[src/hdl/rplc_pkg.sv]
// Shared types and constants for the pulse light controller.
package rplc_pkg;

  localparam int unsigned PULSE_W = 12;
  localparam int unsigned CMP_W = 14;
  localparam int unsigned CFG_DATA_W = 16;
  localparam int unsigned CFG_IDX_W = 3;

  localparam logic [CFG_IDX_W-1:0] REG_STEER_CENTER = 3'd0;
  localparam logic [CFG_IDX_W-1:0] REG_STEER_DEAD_ZONE = 3'd1;
  localparam logic [CFG_IDX_W-1:0] REG_THROTTLE_CENTER = 3'd2;
  localparam logic [CFG_IDX_W-1:0] REG_THROTTLE_DEAD_ZONE = 3'd3;
  localparam logic [CFG_IDX_W-1:0] REG_BLINK_INTERVAL = 3'd4;
  localparam logic [CFG_IDX_W-1:0] REG_BRAKE_HOLD = 3'd5;
  localparam logic [CFG_IDX_W-1:0] REG_GLITCH_FLOOR = 3'd6;

  localparam logic [11:0] RST_STEER_CENTER = 12'd1505;
  localparam logic [9:0] RST_STEER_DEAD_ZONE = 10'd30;
  localparam logic [11:0] RST_THROTTLE_CENTER = 12'd1493;
  localparam logic [9:0] RST_THROTTLE_DEAD_ZONE = 10'd8;
  localparam logic [15:0] RST_BLINK_INTERVAL = 16'd500;
  localparam logic [15:0] RST_BRAKE_HOLD = 16'd250;
  localparam logic [11:0] RST_GLITCH_FLOOR = 12'd1100;

  typedef enum logic [1:0] {
    ZONE_CENTRE = 2'd0,
    ZONE_LEFT = 2'd1,
    ZONE_RIGHT = 2'd2
  } zone_e;

  typedef struct packed {
    logic [11:0] steer_center;
    logic [9:0] steer_dead_zone;
    logic [11:0] throttle_center;
    logic [9:0] throttle_dead_zone;
    logic [15:0] blink_interval;
    logic [15:0] brake_hold;
    logic [11:0] glitch_floor;
  } cfg_t;

  typedef struct packed {
    zone_e szone;
    logic reverse;
    logic brake_set;
    logic brake_clr;
    logic [PULSE_W-1:0] throttle;
  } cls_t;

  typedef struct packed {
    logic left;
    logic right;
    logic brake;
    logic reverse;
  } lamps_t;

endpackage

[src/hdl/rplc_classify.sv]
// Pulse cleanup, zone classification and brake decision for one item.
module rplc_classify #(
  parameter int unsigned PULSE_BITS = 12
) (
  input  rplc_pkg::cfg_t                     cfg_i,
  input  logic [rplc_pkg::PULSE_W-1:0]       steer_i,
  input  logic [rplc_pkg::PULSE_W-1:0]       throttle_i,
  input  logic [rplc_pkg::PULSE_W-1:0]       last_throttle_i,
  output rplc_pkg::cls_t                     cls_o
);

  localparam int unsigned SAT_W = 17;
  localparam logic [SAT_W-1:0] PULSE_MAX = SAT_W'((32'd1 << PULSE_BITS) - 32'd1);

  logic [rplc_pkg::PULSE_W-1:0] steer_sat;
  logic [rplc_pkg::PULSE_W-1:0] thr_sat;
  logic [rplc_pkg::PULSE_W-1:0] sv;
  logic [rplc_pkg::PULSE_W-1:0] tv;
  logic signed [rplc_pkg::CMP_W-1:0] sv_s, tv_s, sc_s, sd_s, tc_s, td_s, last_s;
  logic below, above, fwd, rev_zone;

  always_comb begin
    steer_sat = (SAT_W'(steer_i) > PULSE_MAX) ? PULSE_MAX[rplc_pkg::PULSE_W-1:0] : steer_i;
    thr_sat = (SAT_W'(throttle_i) > PULSE_MAX) ? PULSE_MAX[rplc_pkg::PULSE_W-1:0]
                                                : throttle_i;
    if ((steer_sat == '0) || (thr_sat == '0) || (thr_sat < cfg_i.glitch_floor)) begin
      sv = cfg_i.steer_center;
      tv = cfg_i.throttle_center;
    end else begin
      sv = steer_sat;
      tv = thr_sat;
    end

    sv_s = $signed(rplc_pkg::CMP_W'(sv));
    tv_s = $signed(rplc_pkg::CMP_W'(tv));
    sc_s = $signed(rplc_pkg::CMP_W'(cfg_i.steer_center));
    sd_s = $signed(rplc_pkg::CMP_W'(cfg_i.steer_dead_zone));
    tc_s = $signed(rplc_pkg::CMP_W'(cfg_i.throttle_center));
    td_s = $signed(rplc_pkg::CMP_W'(cfg_i.throttle_dead_zone));
    last_s = $signed(rplc_pkg::CMP_W'(last_throttle_i));

    if (sv_s > sc_s + sd_s) begin
      cls_o.szone = rplc_pkg::ZONE_RIGHT;
    end else if (sv_s < sc_s - sd_s) begin
      cls_o.szone = rplc_pkg::ZONE_LEFT;
    end else begin
      cls_o.szone = rplc_pkg::ZONE_CENTRE;
    end

    fwd = tv_s > tc_s + td_s;
    rev_zone = tv_s < tc_s - td_s;
    cls_o.reverse = !fwd && rev_zone;

    below = (tv_s + td_s) < last_s;
    above = (tv_s - td_s) > last_s;
    cls_o.brake_set = (below && fwd) || (!below && above && rev_zone);
    cls_o.brake_clr = (below && !fwd) || (!below && !above);
    cls_o.throttle = tv;
  end

endmodule

[src/hdl/rplc_lamp_state.sv]
// Blink and brake state registers with the lamp drive logic.
module rplc_lamp_state #(
  parameter int unsigned TIME_BITS = 32
) (
  input  logic                          clk_i,
  input  logic                          rst_ni,
  input  logic                          step_i,
  input  rplc_pkg::cfg_t                cfg_i,
  input  rplc_pkg::cls_t                cls_i,
  input  logic [TIME_BITS-1:0]          now_i,
  output logic [rplc_pkg::PULSE_W-1:0]  last_throttle_o,
  output rplc_pkg::lamps_t              lamps_o
);

  rplc_pkg::zone_e last_zone_q, last_zone_d;
  logic left_phase_q, left_phase_d;
  logic right_phase_q, right_phase_d;
  logic [TIME_BITS-1:0] blink_start_q, blink_start_d;
  logic brake_active_q, brake_active_d;
  logic [TIME_BITS-1:0] brake_start_q, brake_start_d;
  logic brake_started_q, brake_started_d;
  logic [rplc_pkg::PULSE_W-1:0] last_throttle_q, last_throttle_d;
  logic [TIME_BITS-1:0] blink_elapsed;
  logic [TIME_BITS-1:0] brake_elapsed;
  logic blink_due;

  always_comb begin
    left_phase_d = left_phase_q;
    right_phase_d = right_phase_q;
    blink_start_d = blink_start_q;
    brake_active_d = brake_active_q;
    brake_start_d = brake_start_q;
    brake_started_d = brake_started_q;
    blink_elapsed = now_i - blink_start_q;
    blink_due = blink_elapsed > TIME_BITS'(cfg_i.blink_interval);

    case (cls_i.szone)
      rplc_pkg::ZONE_LEFT: begin
        if (last_zone_q != rplc_pkg::ZONE_LEFT) begin
          left_phase_d = 1'b1;
          blink_start_d = now_i;
        end else if (blink_due) begin
          left_phase_d = !left_phase_q;
          blink_start_d = now_i;
        end
      end
      rplc_pkg::ZONE_RIGHT: begin
        if (last_zone_q != rplc_pkg::ZONE_RIGHT) begin
          right_phase_d = 1'b1;
          blink_start_d = now_i;
        end else if (blink_due) begin
          right_phase_d = !right_phase_q;
          blink_start_d = now_i;
        end
      end
      default: begin
      end
    endcase
    last_zone_d = cls_i.szone;

    if (cls_i.brake_set) begin
      brake_active_d = 1'b1;
      brake_start_d = now_i;
      brake_started_d = 1'b1;
    end else if (cls_i.brake_clr) begin
      brake_active_d = 1'b0;
    end
    last_throttle_d = cls_i.throttle;

    brake_elapsed = now_i - brake_start_d;
    lamps_o.left = (cls_i.szone == rplc_pkg::ZONE_LEFT) && left_phase_d;
    lamps_o.right = (cls_i.szone == rplc_pkg::ZONE_RIGHT) && right_phase_d;
    lamps_o.brake = brake_active_d ||
                    (brake_started_d && (brake_elapsed < TIME_BITS'(cfg_i.brake_hold)));
    lamps_o.reverse = cls_i.reverse;
  end

  always_ff @(posedge clk_i or negedge rst_ni) begin
    if (!rst_ni) begin
      last_zone_q <= rplc_pkg::ZONE_CENTRE;
      left_phase_q <= 1'b0;
      right_phase_q <= 1'b0;
      blink_start_q <= '0;
      brake_active_q <= 1'b0;
      brake_start_q <= '0;
      brake_started_q <= 1'b0;
      last_throttle_q <= rplc_pkg::RST_THROTTLE_CENTER;
    end else if (step_i) begin
      last_zone_q <= last_zone_d;
      left_phase_q <= left_phase_d;
      right_phase_q <= right_phase_d;
      blink_start_q <= blink_start_d;
      brake_active_q <= brake_active_d;
      brake_start_q <= brake_start_d;
      brake_started_q <= brake_started_d;
      last_throttle_q <= last_throttle_d;
    end
  end

  assign last_throttle_o = last_throttle_q;

endmodule

[src/hdl/rc_pulse_light_controller.sv]
// Top level of the pulse light controller: handshake, registers and result stage.
// Each item passes an input register and then a result register, from which its result
// is presented. One item is accepted every cycle while the output is not stalled.
// All cleanup, zone sorting, blink and brake decisions for an item are made
// combinationally between those two registers, where the blink and brake state
// is also updated. Configuration registers take effect on the next item and should
// be written only while no item is in flight.
module rc_pulse_light_controller #(
  parameter int unsigned PULSE_BITS = 12,
  parameter int unsigned TIME_BITS = 32
) (
  input  logic                              clk_i,
  input  logic                              rst_ni,
  input  logic                              in_valid_i,
  output logic                              in_stall_o,
  input  logic [11:0]                       steer_width_i,
  input  logic [11:0]                       throttle_width_i,
  input  logic [31:0]                       now_ms_i,
  output logic                              out_valid_o,
  input  logic                              out_stall_i,
  output logic                              left_lamp_o,
  output logic                              right_lamp_o,
  output logic                              brake_lamp_o,
  output logic                              reverse_lamp_o,
  input  logic                              cfg_we_i,
  input  logic [rplc_pkg::CFG_IDX_W-1:0]    cfg_index_i,
  input  logic [rplc_pkg::CFG_DATA_W-1:0]   cfg_data_i
);

  rplc_pkg::cfg_t cfg_q;
  logic s1_valid_q, s1_valid_d;
  logic [rplc_pkg::PULSE_W-1:0] steer_q, throttle_q;
  logic [TIME_BITS-1:0] now_q;
  logic out_valid_q, out_valid_d;
  rplc_pkg::lamps_t lamps_q, lamps_d;
  rplc_pkg::cls_t cls;
  logic [rplc_pkg::PULSE_W-1:0] last_throttle;
  logic advance, step, accept;

  always_ff @(posedge clk_i or negedge rst_ni) begin
    if (!rst_ni) begin
      cfg_q.steer_center <= rplc_pkg::RST_STEER_CENTER;
      cfg_q.steer_dead_zone <= rplc_pkg::RST_STEER_DEAD_ZONE;
      cfg_q.throttle_center <= rplc_pkg::RST_THROTTLE_CENTER;
      cfg_q.throttle_dead_zone <= rplc_pkg::RST_THROTTLE_DEAD_ZONE;
      cfg_q.blink_interval <= rplc_pkg::RST_BLINK_INTERVAL;
      cfg_q.brake_hold <= rplc_pkg::RST_BRAKE_HOLD;
      cfg_q.glitch_floor <= rplc_pkg::RST_GLITCH_FLOOR;
    end else if (cfg_we_i) begin
      case (cfg_index_i)
        rplc_pkg::REG_STEER_CENTER: cfg_q.steer_center <= cfg_data_i[11:0];
        rplc_pkg::REG_STEER_DEAD_ZONE: cfg_q.steer_dead_zone <= cfg_data_i[9:0];
        rplc_pkg::REG_THROTTLE_CENTER: cfg_q.throttle_center <= cfg_data_i[11:0];
        rplc_pkg::REG_THROTTLE_DEAD_ZONE: cfg_q.throttle_dead_zone <= cfg_data_i[9:0];
        rplc_pkg::REG_BLINK_INTERVAL: cfg_q.blink_interval <= cfg_data_i[15:0];
        rplc_pkg::REG_BRAKE_HOLD: cfg_q.brake_hold <= cfg_data_i[15:0];
        rplc_pkg::REG_GLITCH_FLOOR: cfg_q.glitch_floor <= cfg_data_i[11:0];
        default: begin
        end
      endcase
    end
  end

  assign advance = !out_valid_q || !out_stall_i;
  assign step = s1_valid_q && advance;
  assign in_stall_o = s1_valid_q && !advance;
  assign accept = in_valid_i && !in_stall_o;
  assign s1_valid_d = accept || (s1_valid_q && !advance);
  assign out_valid_d = step || (out_valid_q && out_stall_i);

  always_ff @(posedge clk_i or negedge rst_ni) begin
    if (!rst_ni) begin
      s1_valid_q <= 1'b0;
      out_valid_q <= 1'b0;
    end else begin
      s1_valid_q <= s1_valid_d;
      out_valid_q <= out_valid_d;
    end
  end

  always_ff @(posedge clk_i) begin
    if (accept) begin
      steer_q <= steer_width_i;
      throttle_q <= throttle_width_i;
      now_q <= now_ms_i[TIME_BITS-1:0];
    end
    if (step) begin
      lamps_q <= lamps_d;
    end
  end

  rplc_classify #(
    .PULSE_BITS(PULSE_BITS)
  ) u_classify (
    .cfg_i          (cfg_q),
    .steer_i        (steer_q),
    .throttle_i     (throttle_q),
    .last_throttle_i(last_throttle),
    .cls_o          (cls)
  );

  rplc_lamp_state #(
    .TIME_BITS(TIME_BITS)
  ) u_lamp_state (
    .clk_i          (clk_i),
    .rst_ni         (rst_ni),
    .step_i         (step),
    .cfg_i          (cfg_q),
    .cls_i          (cls),
    .now_i          (now_q),
    .last_throttle_o(last_throttle),
    .lamps_o        (lamps_d)
  );

  assign out_valid_o = out_valid_q;
  assign left_lamp_o = lamps_q.left;
  assign right_lamp_o = lamps_q.right;
  assign brake_lamp_o = lamps_q.brake;
  assign reverse_lamp_o = lamps_q.reverse;

endmodule
[config.mk]
export PLATFORM = sky130hd
export DESIGN_NAME = rc_pulse_light_controller
export DESIGN_NICKNAME = d
export VERILOG_FILES = /design/src/hdl/rplc_pkg.sv /design/src/hdl/rplc_classify.sv /design/src/hdl/rplc_lamp_state.sv /design/src/hdl/rc_pulse_light_controller.sv
export SDC_FILE = /design/constraint.sdc
export NUM_CORES = 1
export LEC_CHECK = 0
export BUFFER_PORTS_ARGS = -buffer_cell sky130_fd_sc_hd__buf_4
export CAP_MARGIN = 20
export CORE_ASPECT_RATIO = 1.75
export CORE_MARGIN = 3
export CORE_UTILIZATION = 47
export CTS_CLUSTER_DIAMETER = 30
export DETAILED_ROUTE_END_ITERATION = 6
export PLACE_DENSITY = 0.66
export SLEW_MARGIN = 30
export SYNTH_ARGS = -nofsm -noshare
export SYNTH_HDL_FRONTEND = slang
export SYNTH_SLANG_ARGS = --single-unit
[constraint.sdc]
create_clock -name clk_i -period 11.2 [get_ports clk_i]
set_input_delay 0.56 -clock clk_i [delete_from_list [all_inputs] [get_ports clk_i]]
set_output_delay 0.56 -clock clk_i [all_outputs]
set_load 0.005 [all_outputs]
==> results.sh <==
export IMPL_min_delay_path_class="in2async"
export IMPL_yosysWarnings=0
export IMPL_use_met3=0.0294
export IMPL_syn_inst=1959
export IMPL_fp_dieH_um=267
export IMPL_slowest_delay_ns=0.52
export IMPL_avgSynthCellArea_um2=9.32
export IMPL_coreArea_um2=38000
export IMPL_relSlewSlack=0.312
export IMPL_grt_pass1_wl_mm=81.8
export IMPL_vias=15000
export IMPL_dp_hpwl_mm=39.6
export IMPL_firstDrtPassIters=5
export IMPL_gp_congestion=0.892
export IMPL_mostFrequentLayoutCell="ha_1"
export IMPL_die_area_um2=41400
export IMPL_tns_ns=0
export IMPL_cpMaxStageDelayCell="dfstp_2"
export IMPL_n_antenna_cell=0
export IMPL_worstRegToRegCells=50
export IMPL_cts_buffer_depth=3
export IMPL_wl_per_cell_um=20.1
export IMPL_insertion_delay_ns=0.56
export IMPL_r2r_start="cfg_q[2]"
export IMPL_async_flop_share=0.741
export IMPL_grt_max_degree=95
export IMPL_finalCritPeriodShare=0.966
export IMPL_drc_errors=0
export IMPL_grt_overflow=0
export IMPL_nFillCells=3404
export IMPL_numCtsBuffers=48
export IMPL_crit_type="reg2reg"
export IMPL_ant_nets=0
export IMPL_period_needed_ns=10.82
export IMPL_multiInputGateArea_um2=11400
export IMPL_die_x_um=155
export IMPL_synth_seq_area_share=0.337
export IMPL_cp_max_fo=8
export IMPL_regToRegSetupSlack_ns=0.38
export IMPL_drive_gt1_frac=0.214
export IMPL_clock_sinks=232
export IMPL_pwr_density_cell_nw_per_um2=365
export IMPL_setup_viol_count_final=0
export IMPL_ios=86
export IMPL_vias_per_cell=5.80
export IMPL_reg2reg_to="brake_lamp_o"
export IMPL_clkTransAtPathRegs_ns=0.05
export IMPL_synthesis_area_um2=18300
export IMPL_drv_slew=0
export IMPL_grtUsageMet2=0.490
export IMPL_nNetsFinal=2389
export IMPL_worst_setup_path_end_kind="flop"
export IMPL_finish_utilization=0.564
export IMPL_status="complete, no violations"
export IMPL_synth_cell_types=78
export IMPL_synth_seq_cells=232
export IMPL_maxCapViolCount=0
export IMPL_drt_wl_total_mm=52.0
export IMPL_row_count=94
export IMPL_cts_tree="done"
export IMPL_hold_violations=0
export IMPL_synthFlopType="dfrtp_1"
export IMPL_crit_required_ns=11.58
export IMPL_grtUsageMet1=0.241
export IMPL_grt_usage=0.248
export IMPL_top_usage_layer="met2"
export IMPL_fmax_mhz=92.4
export IMPL_arrival_ns=11.20
export IMPL_tightest_slew_ns=1.02
export IMPL_start_util=0.481
export IMPL_cp_common_cell="ha_1"
export IMPL_io_buffers=85
export IMPL_skew_ns=0.0256
export IMPL_htree_levels=2
export IMPL_areaGrowthSynthToFinish_pct=17.3
export IMPL_ir_worst_vdd_v=0.000208
export IMPL_crit_path_start="cfg_q[2]"
export IMPL_clock_root_buffer="clkbuf_16"
export IMPL_p_leak_nw=9.56
export IMPL_critPathLaunchType="flop"
export IMPL_antenna_found_initial=0
export IMPL_synth_nets=2279
export IMPL_seq_area_um2=6160
export IMPL_grt_pass1_vias=15700
export IMPL_mostFrequentLayoutCells="ha_1, inv_1, nand2_1"
export IMPL_drt_iter0_markers=658
export IMPL_synth_enable_flop_cells=60
export IMPL_cts_hold_buffers=0
[cell families (layout without fill, tap and decap cells)]
logic type                 Yosys count  count (layout)  synth area share
AOI/OAI and AO/OA                  547             547             0.193
and+or+nand+nor                    456             456             0.117
adders and majority gates          242             242             0.169
buffers and inverters              242             390            0.0507
DFF                                232             232             0.337
muxes                              146             146            0.0877
xor gates and xnor gates            94              94            0.0451
[per-layer routing]
metal,wire [um],up-vias
met3,1820,170
met4,3530,0
li1,-,7287
met1,17900,7187
met5,0,-
met2,28700,359
[cell type report]
class	count	area share
flip-flops and latches	232	0.287
clock inverters	33	0.0179
inverters	171	0.0300
clock buffers	55	0.0597
multi-input cells	1485	0.530
well taps	480	0.0280
repair buffers	131	0.0467
[registers in the layout, summed over array words and instances, names as in the netlist, 2 cells and up]
register / count
cfg_q: 88
u_lamp_state.blink_start_q: 32
u_lamp_state.last_zone_q: 2
now_q: 32
steer_q: 12
throttle_q: 12
u_lamp_state.last_throttle_o: 12
u_lamp_state.brake_start_q: 32
[worst max path at each step]
stage / end / slack (ns) / cells past startpoint
finish: brake_lamp_o / 0.38 / 50
global route: brake_lamp_o / -0.17 / 50
CTS: brake_lamp_o / 0.03 / 54
detailed placement: brake_lamp_o / -0.14 / 54
global placement: brake_lamp_o / 0.17 / 55
floorplan: brake_lamp_o / 0.11 / 48
[power by group]
part / internal, W / leakage (nW) / switching [W] / total, W
Combinational: 0.00227 / 6.18 / 0.00279 / 0.00506
Sequential: 0.00114 / 2.58 / 0.000163 / 0.00130
Clock: 0.000963 / 0.802 / 0.000500 / 0.00146
Total: 0.00437 / 9.56 / 0.00345 / 0.00782
[stage by stage]
stage	area (um2)	hold slack [ns]	total power, W	setup WS, ns	instances
5_1_grt	21400	0.164	0.00850	-0.165	2587
2_1_floorplan	18300	0.264	0.00490	0.108	1959
6_report	21400	0.111	0.00782	0.380	2587
3_5_place_dp	19500	0.475	0.00610	-0.136	2484
3_3_place_gp	19500	0.449	0.00600	0.173	2484
4_1_cts	21200	0.153	0.00762	0.0296	2572
[worst max-delay path: cells and delay by family (launching register included)]
family	cells	cell delay (ns)
compound gates	30	6.20
xor+xnor	2	0.27
fa+ha+maj	5	1.42
buf+inv	3	0.29
flops	1	0.52
mux	2	0.51
simple gates	8	1.41
[what timing repair did]
| item | in CTS | in global routing |
|---|---|---|
| endpoints found under the hold margin | 0 | 0 |
| setup endpoints to repair | 1 | 1 |
| pin swaps | 0 | 18 |
| resized for setup | 2 | 36 |
| buffers inserted | 0 | 14 |
[Yosys cell counts (8+ instances only)]
library cell,n,share of area
xnor2_1,72,0.035
a21oi_1,119,0.033
nor2b_1,33,0.011
nor3_1,29,0.0079
o21ai_0,156,0.043
a21o_1,40,0.016
a211oi_1,16,0.0066
nand2_1,155,0.032
o211ai_1,10,0.0041
nor4_1,11,0.0038
a31oi_1,13,0.0045
dfrtp_1,131,0.18
o21a_1,28,0.012
and3_1,8,0.0027
fa_1,8,0.0088
clkbuf_1,62,0.013
and2_1,10,0.0034
mux2i_1,33,0.018
nand2b_1,30,0.010
a31o_2,35,0.017
nor2_1,120,0.025
dfstp_2,41,0.059
xor2_1,22,0.011
nand4_1,19,0.0065
ha_1,232,0.16
o21bai_1,21,0.0086
inv_1,170,0.035
nand3_1,16,0.0044
edfxtp_1,60,0.099
o22ai_1,36,0.012
mux2_2,113,0.070
Note: power is estimated with default switching activity, not from simulation.
